$ cat config.mk
export PLATFORM = sky130hd
export DESIGN_NAME = gf2m_arith_unit
export DESIGN_NICKNAME = d
export VERILOG_FILES = /design/src/design/gf2m_au_pkg.sv /design/src/design/gf2m_au_ctrl.sv /design/src/design/gf2m_au_dp.sv /design/src/design/gf2m_arith_unit.sv
export SDC_FILE = /design/constraint.sdc
export NUM_CORES = 1
export LEC_CHECK = 0
export ABC_AREA = 1
export BUFFER_PORTS_ARGS = -buffer_cell sky130_fd_sc_hd__buf_2
export CELL_PAD_IN_SITES_DETAIL_PLACEMENT = 0
export CELL_PAD_IN_SITES_GLOBAL_PLACEMENT = 2
export CORE_MARGIN = 2
export CORE_UTILIZATION = 36
export CTS_CLUSTER_DIAMETER = 50
export DETAILED_ROUTE_END_ITERATION = 10
export PLACE_DENSITY_LB_ADDON = 0.2
export SLEW_MARGIN = 15
export SYNTH_ARGS = -nofsm -noshare
export SYNTH_HDL_FRONTEND = slang
export SYNTH_SLANG_ARGS = --single-unit
$ cat constraint.sdc
create_clock -name clk_i -period 3.79 [get_ports clk_i]
set_input_delay 0.758 -clock clk_i [delete_from_list [all_inputs] [get_ports clk_i]]
set_output_delay 0.758 -clock clk_i [all_outputs]
set_load 0.02 [all_outputs]
$ cat src/design/gf2m_au_pkg.sv
`timescale 1ns / 1ps

package gf2m_au_pkg;

  // fixed field widths of the ports
  localparam int unsigned ELEM_W     = 8;
  localparam int unsigned DEGREE_W   = 4;
  localparam int unsigned POLY_W     = 9;
  localparam int unsigned CFG_IDX_W  = 1;
  localparam int unsigned CFG_DATA_W = 9;

  localparam logic [DEGREE_W-1:0] DEGREE_RESET = 4'd8;
  localparam logic [POLY_W-1:0]   POLY_RESET   = 9'd285;

  typedef enum logic [1:0] {
    KIND_ADD = 2'd0,
    KIND_SUB = 2'd1,
    KIND_MUL = 2'd2,
    KIND_DIV = 2'd3
  } kind_e;

  typedef enum logic [CFG_IDX_W-1:0] {
    REG_DEGREE = 1'b0,
    REG_POLY   = 1'b1
  } cfg_reg_e;

  typedef enum logic [2:0] {
    ST_IDLE,
    ST_DISPATCH,
    ST_EUCLID,
    ST_MUL,
    ST_FINISH
  } state_e;

  typedef enum logic [1:0] {
    MUL_HOLD,
    MUL_START_AB,
    MUL_START_AINV,
    MUL_STEP
  } mul_op_e;

  typedef enum logic [1:0] {
    RES_HOLD,
    RES_XOR,
    RES_MUL,
    RES_UNDEF
  } res_op_e;

  typedef struct packed {
    logic    load;
    logic    euc_step;
    mul_op_e mul_op;
    res_op_e res_op;
  } cmd_t;

  typedef struct packed {
    kind_e kind;
    logic  b_zero;
    logic  rem_zero;
    logic  gcd_one;
  } stat_t;

endpackage

$ cat src/design/gf2m_au_ctrl.sv
`timescale 1ns / 1ps

module gf2m_au_ctrl #(
  parameter int unsigned MAX_DEGREE = 8,
  localparam int unsigned MW = $clog2(MAX_DEGREE + 1)
) (
  input  logic                 clk_i,
  input  logic                 rst_ni,
  input  logic                 start_i,
  input  logic [MW-1:0]        degree_i,
  input  gf2m_au_pkg::stat_t   stat_i,
  output gf2m_au_pkg::cmd_t    cmd_o,
  output logic                 busy_o,
  output logic                 done_o
);

  gf2m_au_pkg::state_e state_q, state_d;
  logic [MW-1:0]       cnt_q, cnt_d;
  logic                done_q, done_d;

  always_ff @(posedge clk_i or negedge rst_ni) begin
    if (!rst_ni) begin
      state_q <= gf2m_au_pkg::ST_IDLE;
      cnt_q   <= '0;
      done_q  <= 1'b0;
    end else begin
      state_q <= state_d;
      cnt_q   <= cnt_d;
      done_q  <= done_d;
    end
  end

  always_comb begin
    state_d        = state_q;
    cnt_d          = cnt_q;
    done_d         = 1'b0;
    cmd_o.load     = 1'b0;
    cmd_o.euc_step = 1'b0;
    cmd_o.mul_op   = gf2m_au_pkg::MUL_HOLD;
    cmd_o.res_op   = gf2m_au_pkg::RES_HOLD;
    unique case (state_q)
      gf2m_au_pkg::ST_IDLE: begin
        if (start_i) begin
          cmd_o.load = 1'b1;
          state_d    = gf2m_au_pkg::ST_DISPATCH;
        end
      end
      gf2m_au_pkg::ST_DISPATCH: begin
        unique case (stat_i.kind)
          gf2m_au_pkg::KIND_ADD, gf2m_au_pkg::KIND_SUB: begin
            cmd_o.res_op = gf2m_au_pkg::RES_XOR;
            done_d       = 1'b1;
            state_d      = gf2m_au_pkg::ST_IDLE;
          end
          gf2m_au_pkg::KIND_MUL: begin
            cmd_o.mul_op = gf2m_au_pkg::MUL_START_AB;
            cnt_d        = '0;
            state_d      = gf2m_au_pkg::ST_MUL;
          end
          gf2m_au_pkg::KIND_DIV: begin
            if (stat_i.b_zero) begin
              cmd_o.res_op = gf2m_au_pkg::RES_UNDEF;
              done_d       = 1'b1;
              state_d      = gf2m_au_pkg::ST_IDLE;
            end else begin
              state_d = gf2m_au_pkg::ST_EUCLID;
            end
          end
          default: state_d = gf2m_au_pkg::ST_IDLE;
        endcase
      end
      gf2m_au_pkg::ST_EUCLID: begin
        if (stat_i.rem_zero) begin
          if (stat_i.gcd_one) begin
            cmd_o.mul_op = gf2m_au_pkg::MUL_START_AINV;
            cnt_d        = '0;
            state_d      = gf2m_au_pkg::ST_MUL;
          end else begin
            cmd_o.res_op = gf2m_au_pkg::RES_UNDEF;
            done_d       = 1'b1;
            state_d      = gf2m_au_pkg::ST_IDLE;
          end
        end else begin
          cmd_o.euc_step = 1'b1;
        end
      end
      gf2m_au_pkg::ST_MUL: begin
        cmd_o.mul_op = gf2m_au_pkg::MUL_STEP;
        cnt_d        = cnt_q + MW'(1);
        if (cnt_q == degree_i - MW'(1)) begin
          state_d = gf2m_au_pkg::ST_FINISH;
        end
      end
      gf2m_au_pkg::ST_FINISH: begin
        cmd_o.res_op = gf2m_au_pkg::RES_MUL;
        done_d       = 1'b1;
        state_d      = gf2m_au_pkg::ST_IDLE;
      end
      default: state_d = gf2m_au_pkg::ST_IDLE;
    endcase
  end

  assign busy_o = (state_q != gf2m_au_pkg::ST_IDLE);
  assign done_o = done_q;

endmodule

$ cat src/design/gf2m_au_dp.sv
`timescale 1ns / 1ps

module gf2m_au_dp #(
  parameter int unsigned MAX_DEGREE = 8,
  localparam int unsigned W  = MAX_DEGREE,
  localparam int unsigned DW = $clog2(MAX_DEGREE + 1)
) (
  input  logic                                clk_i,
  input  gf2m_au_pkg::cmd_t                   cmd_i,
  input  gf2m_au_pkg::kind_e                  kind_i,
  input  logic [gf2m_au_pkg::ELEM_W-1:0]      operand_a_i,
  input  logic [gf2m_au_pkg::ELEM_W-1:0]      operand_b_i,
  input  logic [W-1:0]                        mask_i,
  input  logic [W-1:0]                        poly_i,
  output gf2m_au_pkg::stat_t                  stat_o,
  output logic [gf2m_au_pkg::ELEM_W-1:0]      result_value_o,
  output logic                                undefined_flag_o
);

  // highest set bit, zero for an all-zero word
  function automatic logic [DW-1:0] deg_of(input logic [W:0] v);
    logic [DW-1:0] d;
    d = '0;
    for (int i = 0; i <= int'(W); i++) begin
      if (v[i]) d = DW'(i);
    end
    return d;
  endfunction

  gf2m_au_pkg::kind_e kind_q;
  logic [W-1:0] a_q, b_q;
  logic [W:0]   ra_q, rb_q, ta_q, tb_q;
  logic [W-1:0] p_q, mc_q, mr_q;
  logic [gf2m_au_pkg::ELEM_W-1:0] res_q;
  logic         undef_q;

  logic [W+gf2m_au_pkg::ELEM_W-1:0] ext_a, ext_b, ext_x, ext_p;
  logic [W-1:0] a_in, b_in, top_bit, p_next, xor_res;
  logic [W:0]   fpoly;
  logic [DW-1:0] deg_a, deg_b, shamt;
  logic         reduce;

  assign ext_a = {{W{1'b0}}, operand_a_i};
  assign ext_b = {{W{1'b0}}, operand_b_i};
  assign a_in  = ext_a[W-1:0] & mask_i;
  assign b_in  = ext_b[W-1:0] & mask_i;

  // X^m plus the low m polynomial bits
  assign fpoly = ({mask_i, 1'b1} ^ {1'b0, mask_i}) | {1'b0, poly_i};

  assign deg_a  = deg_of(ra_q);
  assign deg_b  = deg_of(rb_q);
  assign shamt  = deg_a - deg_b;
  assign reduce = (ra_q != '0) && (deg_a >= deg_b);

  // msb-first shift-and-add with reduction at bit m-1
  assign top_bit = mask_i & ~(mask_i >> 1);
  assign p_next  = ((p_q << 1) & mask_i)
                 ^ (((p_q & top_bit) != '0) ? poly_i : '0)
                 ^ (((mr_q & top_bit) != '0) ? mc_q : '0);

  assign xor_res = a_q ^ b_q;
  assign ext_x   = {{gf2m_au_pkg::ELEM_W{1'b0}}, xor_res};
  assign ext_p   = {{gf2m_au_pkg::ELEM_W{1'b0}}, p_q};

  always_ff @(posedge clk_i) begin
    if (cmd_i.load) begin
      kind_q <= kind_i;
      a_q    <= a_in;
      b_q    <= b_in;
      ra_q   <= fpoly;
      rb_q   <= {1'b0, b_in};
      ta_q   <= '0;
      tb_q   <= (W+1)'(1);
    end else if (cmd_i.euc_step) begin
      if (reduce) begin
        ra_q <= ra_q ^ (rb_q << shamt);
        ta_q <= ta_q ^ (tb_q << shamt);
      end else begin
        ra_q <= rb_q;
        rb_q <= ra_q;
        ta_q <= tb_q;
        tb_q <= ta_q;
      end
    end
  end

  always_ff @(posedge clk_i) begin
    unique case (cmd_i.mul_op)
      gf2m_au_pkg::MUL_HOLD: ;
      gf2m_au_pkg::MUL_START_AB: begin
        p_q  <= '0;
        mc_q <= a_q;
        mr_q <= b_q;
      end
      gf2m_au_pkg::MUL_START_AINV: begin
        p_q  <= '0;
        mc_q <= a_q;
        mr_q <= ta_q[W-1:0];
      end
      gf2m_au_pkg::MUL_STEP: begin
        p_q  <= p_next;
        mr_q <= mr_q << 1;
      end
      default: ;
    endcase
  end

  always_ff @(posedge clk_i) begin
    unique case (cmd_i.res_op)
      gf2m_au_pkg::RES_HOLD: ;
      gf2m_au_pkg::RES_XOR: begin
        res_q   <= ext_x[gf2m_au_pkg::ELEM_W-1:0];
        undef_q <= 1'b0;
      end
      gf2m_au_pkg::RES_MUL: begin
        res_q   <= ext_p[gf2m_au_pkg::ELEM_W-1:0];
        undef_q <= 1'b0;
      end
      gf2m_au_pkg::RES_UNDEF: begin
        res_q   <= '0;
        undef_q <= 1'b1;
      end
      default: ;
    endcase
  end

  assign stat_o.kind     = kind_q;
  assign stat_o.b_zero   = (b_q == '0);
  assign stat_o.rem_zero = (rb_q == '0);
  assign stat_o.gcd_one  = (ra_q == (W+1)'(1));

  assign result_value_o   = res_q;
  assign undefined_flag_o = undef_q;

endmodule

$ cat src/design/gf2m_arith_unit.sv
`timescale 1ns / 1ps

// GF(2^m) add, subtract, multiply and divide, one request at a time. A request
// is taken on a rising edge with start high and busy low; its result appears on
// result_value_o / undefined_flag_o, marked by result_valid_o for exactly one
// cycle, and the receiver cannot stall it, so capture it on that cycle. Add and
// subtract are settled in the dispatch state; multiply runs one bit-serial
// shift-and-reduce step per bit, then a finish state; divide is flagged
// undefined in the dispatch state when the divisor is zero, otherwise runs one
// pass of a binary extended Euclid unit (one shift-xor or swap per cycle)
// followed by the multiply. A divide whose divisor has no inverse under the
// programmed polynomial returns zero with undefined_flag_o set. Configuration
// writes are always ready and must only be issued while the unit is idle.

module gf2m_arith_unit #(
  parameter int unsigned MAX_DEGREE = 8
) (
  input  logic                                 clk_i,
  input  logic                                 rst_ni,
  // request channel
  input  logic                                 start,
  output logic                                 busy,
  input  logic [1:0]                           kind_i,
  input  logic [gf2m_au_pkg::ELEM_W-1:0]       operand_a_i,
  input  logic [gf2m_au_pkg::ELEM_W-1:0]       operand_b_i,
  // result strobe
  output logic                                 result_valid_o,
  output logic [gf2m_au_pkg::ELEM_W-1:0]       result_value_o,
  output logic                                 undefined_flag_o,
  // configuration write channel
  input  logic                                 cfg_valid_i,
  output logic                                 cfg_ready_o,
  input  logic [gf2m_au_pkg::CFG_IDX_W-1:0]    cfg_index_i,
  input  logic [gf2m_au_pkg::CFG_DATA_W-1:0]   cfg_data_i
);

  localparam int unsigned W  = MAX_DEGREE;
  localparam int unsigned MW = $clog2(MAX_DEGREE + 1);

  logic [gf2m_au_pkg::DEGREE_W-1:0] degree_q;
  logic [gf2m_au_pkg::POLY_W-1:0]   poly_q;

  logic [MW-1:0]                      eff_degree;
  logic [W-1:0]                       mask;
  logic [W+gf2m_au_pkg::POLY_W-1:0]   poly_ext;
  logic [W-1:0]                       poly_low;

  gf2m_au_pkg::cmd_t  cmd;
  gf2m_au_pkg::stat_t stat;

  // config registers, writes never stall
  assign cfg_ready_o = 1'b1;

  always_ff @(posedge clk_i or negedge rst_ni) begin
    if (!rst_ni) begin
      degree_q <= gf2m_au_pkg::DEGREE_RESET;
      poly_q   <= gf2m_au_pkg::POLY_RESET;
    end else if (cfg_valid_i && cfg_ready_o) begin
      unique case (gf2m_au_pkg::cfg_reg_e'(cfg_index_i))
        gf2m_au_pkg::REG_DEGREE: degree_q <= cfg_data_i[gf2m_au_pkg::DEGREE_W-1:0];
        gf2m_au_pkg::REG_POLY:   poly_q   <= cfg_data_i[gf2m_au_pkg::POLY_W-1:0];
        default: ;
      endcase
    end
  end

  // degree zero runs as one, anything above the build limit as the limit
  always_comb begin
    if (degree_q == '0) begin
      eff_degree = MW'(1);
    end else if (int'(degree_q) > int'(W)) begin
      eff_degree = MW'(W);
    end else begin
      eff_degree = MW'(degree_q);
    end
  end

  // low m bits set
  always_comb begin
    for (int i = 0; i < int'(W); i++) begin
      mask[i] = (i < int'(eff_degree));
    end
  end

  // leading term is implied, so bit m and above of the register are dropped
  assign poly_ext = {{W{1'b0}}, poly_q};
  assign poly_low = poly_ext[W-1:0] & mask;

  gf2m_au_ctrl #(
    .MAX_DEGREE (MAX_DEGREE)
  ) u_ctrl (
    .clk_i    (clk_i),
    .rst_ni   (rst_ni),
    .start_i  (start),
    .degree_i (eff_degree),
    .stat_i   (stat),
    .cmd_o    (cmd),
    .busy_o   (busy),
    .done_o   (result_valid_o)
  );

  gf2m_au_dp #(
    .MAX_DEGREE (MAX_DEGREE)
  ) u_dp (
    .clk_i            (clk_i),
    .cmd_i            (cmd),
    .kind_i           (gf2m_au_pkg::kind_e'(kind_i)),
    .operand_a_i      (operand_a_i),
    .operand_b_i      (operand_b_i),
    .mask_i           (mask),
    .poly_i           (poly_low),
    .stat_o           (stat),
    .result_value_o   (result_value_o),
    .undefined_flag_o (undefined_flag_o)
  );

`ifndef SYNTH
  // strobe lasts one cycle
  a_strobe_single: assert property (@(posedge clk_i) disable iff (!rst_ni)
    result_valid_o |=> !result_valid_o)
    else $error("result strobe longer than one cycle");

  // unit is already free when its result shows
  a_free_on_result: assert property (@(posedge clk_i) disable iff (!rst_ni)
    result_valid_o |-> !busy)
    else $error("busy while result is presented");

  // an accepted request makes the unit busy
  a_busy_after_start: assert property (@(posedge clk_i) disable iff (!rst_ni)
    (start && !busy) |=> (busy && !result_valid_o))
    else $error("request accepted without going busy");

  // undefined results are zero
  a_undef_zero: assert property (@(posedge clk_i) disable iff (!rst_ni)
    (result_valid_o && undefined_flag_o) |-> (result_value_o == '0))
    else $error("undefined result carries a nonzero value");
`endif

endmodule
* After elaboration in Yosys (flattened, before gate mapping)
Cells that the tools add are included.
Cells by class: $add $sub $neg 3, $lt $le $gt $ge 10, eq/ne operators 21, shift operators 2, multiplexer cells 59, bitwise gates (word level) 17, reductions and logical operators 25
Operator list (number):
- 8-bit bitwise AND | 7
- 4-bit 2-to-1 mux | 14
- 8-bit case mux with 3 select lines | 2
- 8-bit 2-to-1 mux | 5
- 9-bit 2-to-1 mux | 4
- 8-bit XOR | 3
- 3-bit 2-to-1 mux | 7
- 9-bit by 4-bit left shift with 9-bit output | 2
- 9-bit XOR | 2
- 3-bit by 4-bit < comparator with 1-bit output, first input constant | 4
- 8-bit case mux with 2 select lines | 1
- 8-bit nonzero test | 2
- 2-bit 2-to-1 mux | 7
- 2-bit == test, second input constant | 6
- 2-bit case mux with 3 select lines | 2
- 3-bit case mux with 4 select lines | 1
- 4-bit case mux with 3 select lines | 1
- 3-bit nonzero test | 4
- 1-bit 2-to-1 mux | 10
- 2-bit != test, second input constant | 5
- 9-bit by 1-bit == test with 1-bit output, second input constant | 1
- 9-bit zero test | 1
- 9-bit by 8-bit bitwise OR with 9-bit output | 1
- 3-bit case mux with 3 select lines | 1
- other kinds (30) | 44
Storage, ports and cells: register bits after elaboration 107, bits of input ports 32, word-level logic and storage cells 155

* Logic depth before layout (Yosys ltp)
Gate-level depths: netlist of the first run.
depth in word-level cells 14, depth in mapped cells 19

* Modules after synthesis
A second synthesis of the first run with hierarchy kept.
Second synthesis, totals: cell total of the unflattened synthesis 878, area, all modules 6558.8 um^2
By module, submodules not included:
- gf2m_au_dp | instances 1, cells each 680, area an instance 5206.2 um^2
- gf2m_au_ctrl | instances 1, cells each 116, area an instance 695.7 um^2
- gf2m_arith_unit | instances 1, cells each 82, area an instance 656.9 um^2

* Worst setup path after synthesis of the first run
OpenSTA, ideal clock, no wires.
path kind reg-to-reg, from reg degree_q[3] (netlist bit), to reg u_dp.p_q[2] (data pin), library setup time 0.255 ns, arrival 2.437 ns, setup slack 1.098 ns, stages on the path, launching flop included 17, path buffers 1, cells stage by stage dfstp_2 -> inv_2 -> nand2_1 -> inv_1 -> ha_1 -> a21oi_1 -> inv_1 -> ha_1 -> nand2_1 -> nand3_1 -> nor2_1 -> o211ai_2 -> buf_6 -> nand2_1 -> nand2_1 -> a21oi_1 -> nor2_1
On the way: word-level cells in the longest chain between the ends 12
Ends and longest elaborated chain:
- from (decl) | line gf2m_arith_unit.sv:40 | logic [gf2m_au_pkg::DEGREE_W-1:0] degree_q;
- from (signal assigned) | line gf2m_arith_unit.sv:56 | degree_q <= gf2m_au_pkg::DEGREE_RESET;
- from (signal assigned) | line gf2m_arith_unit.sv:60 | gf2m_au_pkg::REG_DEGREE: degree_q <= cfg_data_i[gf2m_au_pkg::DEGREE_W-1:0];
- 4-bit > comparator | line gf2m_arith_unit.sv:71 | end else if (int'(degree_q) > int'(W)) begin
- 4-bit 2-to-1 mux | line gf2m_arith_unit.sv:71
- 4-bit 2-to-1 mux * | line gf2m_arith_unit.sv:69 | if (degree_q == '0) begin
- 1-bit by 4-bit < comparator with 1-bit output, or another cell as far along | line gf2m_arith_unit.sv:81 | mask[i] = (i < int'(eff_degree));
- 7-bit inverter with 8-bit output | line gf2m_au_dp.sv:57 | assign top_bit = mask_i & ~(mask_i >> 1);
- 8-bit bitwise AND | line gf2m_au_dp.sv:57
- 8-bit bitwise AND | line gf2m_au_dp.sv:59 | ^ (((p_q & top_bit) != '0) ? poly_i : '0)
- 8-bit nonzero test | line gf2m_au_dp.sv:59
- 8-bit 2-to-1 mux | line gf2m_au_dp.sv:59
- 8-bit XOR | line gf2m_au_dp.sv:59
- 8-bit XOR * | line gf2m_au_dp.sv:60 | ^ (((mr_q & top_bit) != '0) ? mc_q : '0);
- 8-bit case mux with 2 select lines * | line gf2m_au_dp.sv:89 | unique case (cmd_i.mul_op)
- to (signal assigned) | line gf2m_au_dp.sv:102 | p_q <= p_next;
- to (decl) | line gf2m_au_dp.sv:33 | logic [W-1:0] p_q, mc_q, mr_q;
Mark *: on every way between the ends. The rest lies on a longest branch, timed or not. A chain may end at the register's enable or synchronous reset.

* Worst setup path in the final report of the first run
from reg u_dp.ra_q[2], to reg u_dp.ra_q[8] (data pin)
On the way: word-level cells in the longest chain between the ends 13
Ends and longest elaborated chain:
- from (decl) | line gf2m_au_dp.sv:32 | logic [W:0] ra_q, rb_q, ta_q, tb_q;
- from (signal assigned) | line gf2m_au_dp.sv:71 | ra_q <= fpoly;
- from (signal assigned) | line gf2m_au_dp.sv:77 | ra_q <= ra_q ^ (rb_q << shamt);
- from (signal assigned) | line gf2m_au_dp.sv:80 | ra_q <= rb_q;
- 4-bit 2-to-1 mux (7 in series) | line gf2m_au_dp.sv:25 | if (v[i]) d = DW'(i);
- 4-bit subtractor | line gf2m_au_dp.sv:53 | assign shamt = deg_a - deg_b;
- 9-bit by 4-bit left shift with 9-bit output | line gf2m_au_dp.sv:77
- 9-bit XOR | line gf2m_au_dp.sv:77
- 9-bit 2-to-1 mux * | line gf2m_au_dp.sv:76 | if (reduce) begin
- 9-bit 2-to-1 mux * | line gf2m_au_dp.sv:75 | end else if (cmd_i.euc_step) begin
- 9-bit 2-to-1 mux * | line gf2m_au_dp.sv:67 | if (cmd_i.load) begin
Mark *: on every way between the ends. The rest lies on a longest branch, timed or not. The select of a mux whose other input is x is not followed.

==> impl_results.md, run 1 <==
* CTS tree: yes
* Synthesized instance count at 834
* Synthesized flop and latch total at 105
* Avg WL per Cell at 17.48 um
* Setup TNS at 0 ps
* Worst-margin pin slew at 737.0 ps
* Die footprint at 18990 um2
* Area after DPL at 6834 um2
* Data required, critical path at 3910 ps
* Critical path launch point type: register
* Clk sink count at 105
* Syn avg cell area at 7.729 um2
* Synthesis-to-finish area growth at 10.81%
* Clk_lat worst skew at 360 ps
* Total GRT Usage at 21.21%
* Die W at 137.8 um
* Final Max Tran Viols at 0
* Initial antenna violation count at 0
* Ranking of synthesized cells by area: edfxtp_1, nand2_1, inv_1
* Outcome: complete, no violations
* Chip Height at 137.8 um
* Final min period at 3296 ps
* ANT cells at 0
* Post-synth EDFFs at 68
* Hold buffers post-CTS at 0
* Final Cell Area at 7143 um2
* Routability-driven placement congestion ratio at 0.8367
* Synth warnings at 0
* Post-Route Skew at 11.26 ps
* Largest net degree at the start of global routing at 47
* Share of layout cells above drive strength 1 at 10.95%
* Synth Cell Area at 6446 um2
* 1st-pass router iterations at 5
* Overall routed net length at 19.26 mm
* Post-CTS Resized at 0
* Cell taking the most area after synthesis: edfxtp_1
* Post-synth cell types at 45
* DP Wirelength at 14.36 mm
* Row count at 48
* Synth top area share at 31.68%
* First-iteration detailed-routing DRC count at 477
* Filler cell count at 1854
* Sequential share of the synthesized area at 44.82%
* DR DRC count at 0
* Unrepaired setup endpoints after global routing: no
* Residual overflow from global routing at 0
* CTS Buf Count at 9
* I/O Buffers at 41
* Num ports at 44
* Worst-path clk slew at 80 ps
* First-pass GRT wire length at 29.74 mm
* CP endpoint kind: register
* Core Area at 17420 um2
* Starting density of the core at 37.01%
* Crit Path Category: register to register
* Via density at 5.092
* Vias in the first global route at 5321
* Root buffer selected by CTS: clkbuf_16
* Max Clk Rate at 303.4 MHz
* Max-cap check violation count at 0
* Hold WC Path Type: input port to async pin
* Multi-input logic area at 2907 um2
* Reg2Reg Depth at 14
* Nets at 922
* H-tree Lvls at 3
* ANT nets after route at 0
* Main synth FF type: edfxtp_1
* Final setup viols at 0
* Register area at 2889 um2
* Arrival time at the worst endpoint at 3410 ps
* Final hold violations at 0
* Async S/R FF share, synth at 19.05%
* Post-synth net total at 884
* Fin crit share at 86.98%
* Relative slew slack at 50.72%
* Post-CTS setup buffer count at 0
* Via count at 5611
* Worst-path fanout max at 13
* Clock buffer depth at 2
-- cells by family (layout without fill, tap and decap cells) --
family                   Yosys count  count (layout)  synth area share (%)
adder cells (fa/ha/maj)           18              18                 3.610
AND/OR/NAND/NOR                  418             418                 28.24
buffers and inverters            149             192                 10.09
XOR/XNOR                          15              15                 2.038
multiplexers                       1               1                0.1747
flip-flops                       105             105                 44.82
other                              1               1               0.05817
AO/OA/AOI/OAI                    127             127                 10.97
-- final cells by class --
cell class / count / share of cell area (%)
well taps: 225 / 3.941
inverters: 125 / 6.674
clock inverters: 6 / 0.8233
multi-input cells: 580 / 40.69
repair buffers: 51 / 3.924
clock buffers: 10 / 3.503
flip-flops and latches: 105 / 40.44
-- stage by stage --
stage | utilization, % | instances | hold slack (ps) | setup WS [ps]
final | 41.01 | 1102 | 344.6 | 493.5
after global routing | 41.01 | 1102 | 363.8 | 253.9
after CTS | 41.01 | 1102 | 344.6 | 494.3
after detailed placement | 39.24 | 1086 | 458.3 | 533.4
after global placement | 39.24 | 1086 | 457.7 | 621.8
after floorplan | - | 834 | 447.4 | 1098
-- cell usage after synthesis, drive strengths merged, types with 12 or more instances --
| master | instances |
|---|---|
| nand2 | 227 |
| inv | 125 |
| nand3 | 87 |
| nor2 | 85 |
| edfxtp | 68 |
| a21oi | 50 |
| o21ai | 50 |
| buf | 22 |
| dfxtp | 17 |
| ha | 17 |
| dfrtp | 15 |
| xnor2 | 12 |
-- sequential cells by signal, summed over array words and instances (netlist names) --
name,flops
u_dp.ra_q,9
u_dp.rb_q,9
poly_q,8
u_dp.a_q,8
u_dp.b_q,8
u_dp.mc_q,8
u_dp.mr_q,8
u_dp.p_q,8
u_dp.result_value_o,8
u_dp.ta_q,8
u_dp.tb_q,8
degree_q,4
u_ctrl.cnt_q,4
u_ctrl.state_q,3
u_dp.kind_q,2
u_ctrl.done_o,1
u_dp.undefined_flag_o,1
-- layout by cell type, fill, tap and decap left out, types with 3 or more instances in the layout --
master	instances
nor3_1	4
o211ai_1	6
dfstp_2	5
xor2_1	3
ha_1	17
dfrtp_1	15
nand3_1	85
nor2_4	4
a21oi_1	48
nor2_1	78
buf_4	10
dfxtp_1	17
o21ai_0	47
buf_2	41
o21ai_1	3
a31oi_1	3
nand2_1	224
o22ai_1	9
clkbuf_16	10
inv_2	3
inv_1	121
edfxtp_1	68
nand4_1	10
xnor2_1	12
-- path summary, 6_finish.rpt --
check,startpoint,to,slack [ps]
setup reg to reg,u_dp.ra_q[2],u_dp.ra_q[8],490
min in group clk_i,u_dp.a_q[6],u_dp.mc_q[6],480
max in group asynchronous,rst_ni,poly_q[0],3090
hold reg to reg,u_dp.a_q[6],u_dp.mc_q[6],480
setup / recovery,u_dp.ra_q[2],u_dp.ra_q[8],490
hold / removal,rst_ni,poly_q[5],340
-- critical path, stage by stage, from the launching register on --
cell and delay (ps):
edfxtp_1 450, o21ai_0 220, a21oi_1 110, o21ai_0 200
nand2_1 90, ha_1 230, fa_1 560, inv_1 390
nand3_1 170, nand3_1 130, nand3_1 160, nand3_1 140
nand3_1 80, nand2_1 70, nand2_1 50
-- routing by layer --
layer	share of wire, %	up-vias	GRT usage [%]	wire (um)
li1	-	2802	-	-
met1	49	2663	30.37	9434
met2	46	127	33.89	8833
met3	3.6	19	2.428	688
met4	1.6	0	6.122	304
met5	0	-	0	0
Power of run 1 is left out: the tool's default activity adds up to more than one toggle a clock period on the data nets, which glitch-free logic cannot reach.
==> inputs of run 2 (changes only) <==
- PLACE_DENSITY: not set -> 0.89
- PLACE_DENSITY_LB_ADDON: 0.2 -> not set
==> run 2 against run 1 <==
Count of clock-buffer cells in the layout shrank 1. Cell count is essentially flat. Register-to-register slack gained 30 ps. Global-route usage shrank 0.76 points. Critical endpoint is now u_dp.p_q[1]. Highest routed layer unchanged. Via count shrank 1.7%. Non-clock buffer count grew 1. Sequential cell count is the same. Hold slack lost 4.9 ps. Fmax grew 1.0%.
==> impl_results.md, run 2 (synthesis gave the netlist of run 1 again) <==
* Outcome: complete, no violations
* Final setup viols at 0
* Row count at 48
* DR DRC count at 0
* I/O Buffers at 41
* Total GRT Usage at 20.44%
* CTS tree: yes
* Filler cell count at 1864
* Num ports at 44
* First-iteration detailed-routing DRC count at 438
* 1st-pass router iterations at 5
* Overall routed net length at 18.29 mm
* Clock buffer depth at 2
* Core Area at 17420 um2
* Register area at 2889 um2
* CP max stage delay at 770 ps
* Data required, critical path at 3910 ps
* Starting density of the core at 37.01%
* Fin crit share at 86.09%
* Initial antenna violation count at 0
* Post-Route Skew at 10.89 ps
* Via density at 4.999
* Worst-path fanout max at 15
* Arrival time at the worst endpoint at 3390 ps
* Crit path from: degree_q[3]
* ANT cells at 0
* Hold WC Path Type: input port to async pin
* Largest net degree at the start of global routing at 50
* Worst path bufs/invs at 2
* Max-cap check violation count at 0
* First-pass GRT wire length at 28.99 mm
* Critical path cell sequence: inv_2, nand2_1, ha_1, nand3_2, nand2_1, inv_1, ha_1, nand2_1, nand3_1, nor2_1, o211ai_2, nand2_1, nand2_1, a21oi_1, nor2_1
* Residual overflow from global routing at 0
* Most common cell after layout, fill and taps aside: nand2_1
* Most frequent CP cell: nand2_1
* Share of layout cells above drive strength 1 at 11.05%
* Worst-margin pin slew at 728.9 ps
* Synthesis-to-finish area growth at 10.95%
* Root buffer selected by CTS: clkbuf_16
* CTS Buf Count at 9
* Post-CTS setup buffer count at 0
* Reg2Reg Depth at 15
* WP depth at 15
* Largest regs: u_dp.ra_q: 9 flops, u_dp.rb_q: 9 flops
* ANT nets after route at 0
* Crit Path Category: register to register
* Reg2reg start: degree_q[3]
* Vias in the first global route at 5189
* Setup TNS at 0 ps
* Clk_lat worst skew at 370 ps
* Chip Height at 137.8 um
* Final hold violations at 0
* Die footprint at 18990 um2
* DP Wirelength at 13.23 mm
* Routability-driven placement congestion ratio at 0.8565
* Critical path launch point type: register
* Kind of cell adding the most delay to the critical path: simple AND/OR/NAND/NOR gates
* Nets at 923
* H-tree Lvls at 3
* Slowest cell on the critical path: dfstp_2
* Clk sink count at 105
* Relative slew slack at 51.26%
* Die W at 137.8 um
* CP endpoint kind: register
* Hold buffers post-CTS at 0
* Max Clk Rate at 306.5 MHz
* Most frequent cells in the layout: nand2_1, inv_1, nand3_1
* Avg WL per Cell at 16.58 um
* Worst-path clk slew at 80 ps
* Unrepaired setup endpoints after global routing: no
* Via count at 5514
* Post-CTS Resized at 0
* Final Max Tran Viols at 0
* Multi-input logic area at 2907 um2
* Final min period at 3263 ps
run 2: layer usage:
layer  wire, um  global-route usage, %  up-vias
li1           -                      -     2806
met1       9149                  30.07     2552
met2       8137                  31.34      143
met3        810                  3.091       13
met4        189                  5.329        0
met5          0                      0        -
run 2: worst paths after layout:
check,to,slack [ps]
worst max-delay path,u_dp.p_q[1],530
worst min-delay path,poly_q[5],340
worst max register to register,u_dp.p_q[1],530
worst min register to register,u_dp.mc_q[0],480
max in group asynchronous,poly_q[0],3090
min in group clk_i,u_dp.mc_q[0],480
run 2: area by class of cell:
type	instances	area share (%)
Clock buffer	9	3.149
Clock inverter	7	1.190
Timing Repair Buffer	52	4.024
Sequential cell	105	40.40
Tap cell	225	3.936
Multi-Input combinational cell	580	40.64
Inverter	125	6.665
run 2: per-stage QoR:
step	util, %	setup WS, ps	hold slack (ps)	cell area, um2	std cells
2_1_floorplan	-	1098	447.4	6446	834
3_3_place_gp	39.28	535.7	450.3	6842	1087
3_5_place_dp	39.28	507.2	465.2	6842	1087
4_1_cts	41.06	492.9	349.8	7152	1103
5_1_grt	41.06	195.8	378.7	7152	1103
6_report	41.06	527.1	339.7	7152	1103
run 2: worst reg2reg max path: stages, from the launching register on:
cell and delay (ps):
dfstp_2 770, inv_2 130, nand2_1 180, ha_1 210, nand3_2 170, nand2_1 260, inv_1 80, ha_1 220
nand2_1 70, nand3_1 80, nor2_1 120, o211ai_2 330, nand2_1 150, nand2_1 80, a21oi_1 130, nor2_1 60
Power of run 2 is left out for the same reason.
==> inputs of run 3 (changes only) <==
- CORE_UTILIZATION: 36 -> 33
- PLACE_DENSITY: 0.89 -> 0.86
- clock period: 3.79 -> 2.6 ns (I/O delays scaled with it)
==> run 3 against run 2 <==
The run now ends with setup timing left. Via count increased by 5.4%. Clock skew is 3.9 ps lower. Fmax rose by 25%. Register-to-register slack got worse by 550 ps. Sequential cell count is the same. Critical path type unchanged.
==> impl_results.md, run 3 (synthesis gave the netlist of run 1 again) <==
* Outcome: finished, violations left
* Failing checks: setup timing
* DP Wirelength at 14.32 mm
* Final hold violations at 0
* Residual overflow from global routing at 0
* Unrepaired setup endpoints after global routing: yes
* Die footprint at 20670 um2
* Initial antenna violation count at 0
* Share of layout cells above drive strength 1 at 28.25%
* Core Area at 19330 um2
* Reg2reg start: u_dp.ra_q[2]
* Arrival time at the worst endpoint at 2740 ps
* CTS Buf Count at 9
* H-tree Lvls at 3
* Critical path cell sequence: o21ai_2, a21oi_2, o21ai_1, nand2_1, ha_2, fa_2, buf_6, nand2_4, a21oi_4, nand2_1, nand2_1, nand3_2, nand3_2, nand2_1
* CP max stage delay at 600 ps
* Starting density of the core at 33.34%
* Clk sink count at 105
* Fin crit share at 100.8%
* Final min period at 2621 ps
* Critical path launch point type: register
* Row count at 51
* DR DRC count at 0
* First-pass GRT wire length at 28.79 mm
* Clock buffer depth at 2
* First-iteration detailed-routing DRC count at 387
* Reg2Reg Depth at 14
* Largest regs: u_dp.ra_q: 9 flops, u_dp.rb_q: 9 flops
* Final non-filler cell total at 1228
* Nets at 1008
* Slowest cell on the critical path: fa_2
* Largest net degree at the start of global routing at 47
* Relative slew slack at 54.78%
* Most frequent CP cell: nand2_1
* Crit Path Category: register to register
* Overall routed net length at 19.09 mm
* Worst-path clk slew at 70 ps
* Hold buffers post-CTS at 0
* Die W at 143.8 um
* Worst-path fanout max at 7
* Most common cell after layout, fill and taps aside: nand2_1
* Clk_lat worst skew at 360 ps
* Synthesis-to-finish area growth at 32.05%
* Hold WC Path Type: input port to async pin
* ANT cells at 0
* Routability-driven placement congestion ratio at 0.8284
* Root buffer selected by CTS: clkbuf_16
* Fin worst setup slack at -20.71 ps
* Via density at 4.735
* Chip Height at 143.8 um
* ANT nets after route at 0
* Total GRT Usage at 18.49%
* Vias in the first global route at 5196
* Max-cap check violation count at 0
* CTS tree: yes
* Setup TNS at -32.52 ps
* Data required, critical path at 2720 ps
* Post-Route Skew at 6.963 ps
* Max Clk Rate at 381.6 MHz
* Num ports at 44
* 1st-pass router iterations at 5
* Avg WL per Cell at 15.54 um
* Reg2reg setup slack at -20 ps
* Most frequent cells in the layout: nand2_1, inv_1, buf_4
* Final Max Tran Viols at 0
* Worst-margin pin slew at 677.5 ps
* R2R Path End: u_dp.ra_q[2]
* Final setup viols at 2
* Inst Count DP at 1197
* Final Core Density at 44.02%
* I/O Buffers at 41
* Via count at 5814
* CP endpoint kind: register
[run 3: cell type report]
| cell class | count | area, um2 |
|---|---|---|
| Tap cell | 265 | 331.6 |
| Fill cell | 1983 | 10820 |
| Inverter | 125 | 488.0 |
| Clock inverter | 6 | 106.4 |
| Multi-Input combinational cell | 580 | 3338 |
| Sequential cell | 105 | 2889 |
| Timing Repair inverter | 1 | 6.256 |
| Clock buffer | 10 | 229.0 |
| Timing Repair Buffer | 136 | 1124 |
[run 3: worst max-delay path, delay by kind of cell, from the launching register on]
kind	cells	cell delay, ps
compound gates	4	530
simple gates	7	480
fa+ha+maj	2	800
buf+inv	1	170
flops	1	410
[run 3: worst max path at each step]
| stage | slack [ps] | cells past startpoint | endpoint | startpoint |
|---|---|---|---|---|
| after floorplan | 7 | 16 | u_dp.p_q[2] | degree_q[3] |
| after global placement | -110 | 15 | u_dp.ta_q[2] | u_dp.rb_q[2] |
| after detailed placement | -130 | 15 | u_dp.ra_q[2] | u_dp.rb_q[2] |
| after CTS | -60 | 17 | u_dp.ta_q[7] | u_dp.rb_q[2] |
| after global routing | -190 | 14 | u_dp.ta_q[1] | u_dp.ra_q[2] |
| final | -20 | 14 | u_dp.ra_q[2] | u_dp.ra_q[2] |
[run 3: repair_timing]
action	CTS	global route
setup buffers	4	8
gates cloned	0	3
endpoints found under the hold margin	0	0
gates resized for setup	33	105
setup endpoints to repair	29	44
pin swaps	34	52
[run 3: per-stage QoR]
step	setup WS, ps	hold slack (ps)	area [um2]
detailed placement	-128.7	456.7	7533
CTS	-60.86	109.2	8006
global route	-186.0	127.0	8512
floorplan	7.211	224.4	6455
finish	-20.71	102.0	8512
global placement	-110.3	451.3	7533
[run 3: layer usage]
metal,routed length [um],global-route usage [%],vias to the layer above
met5,0,0,-
met4,250,4.076,0
met1,9349,26.86,2717
li1,-,-,2977
met3,843,3.965,16
met2,8642,28.20,104
Power of run 3 is left out for the same reason.
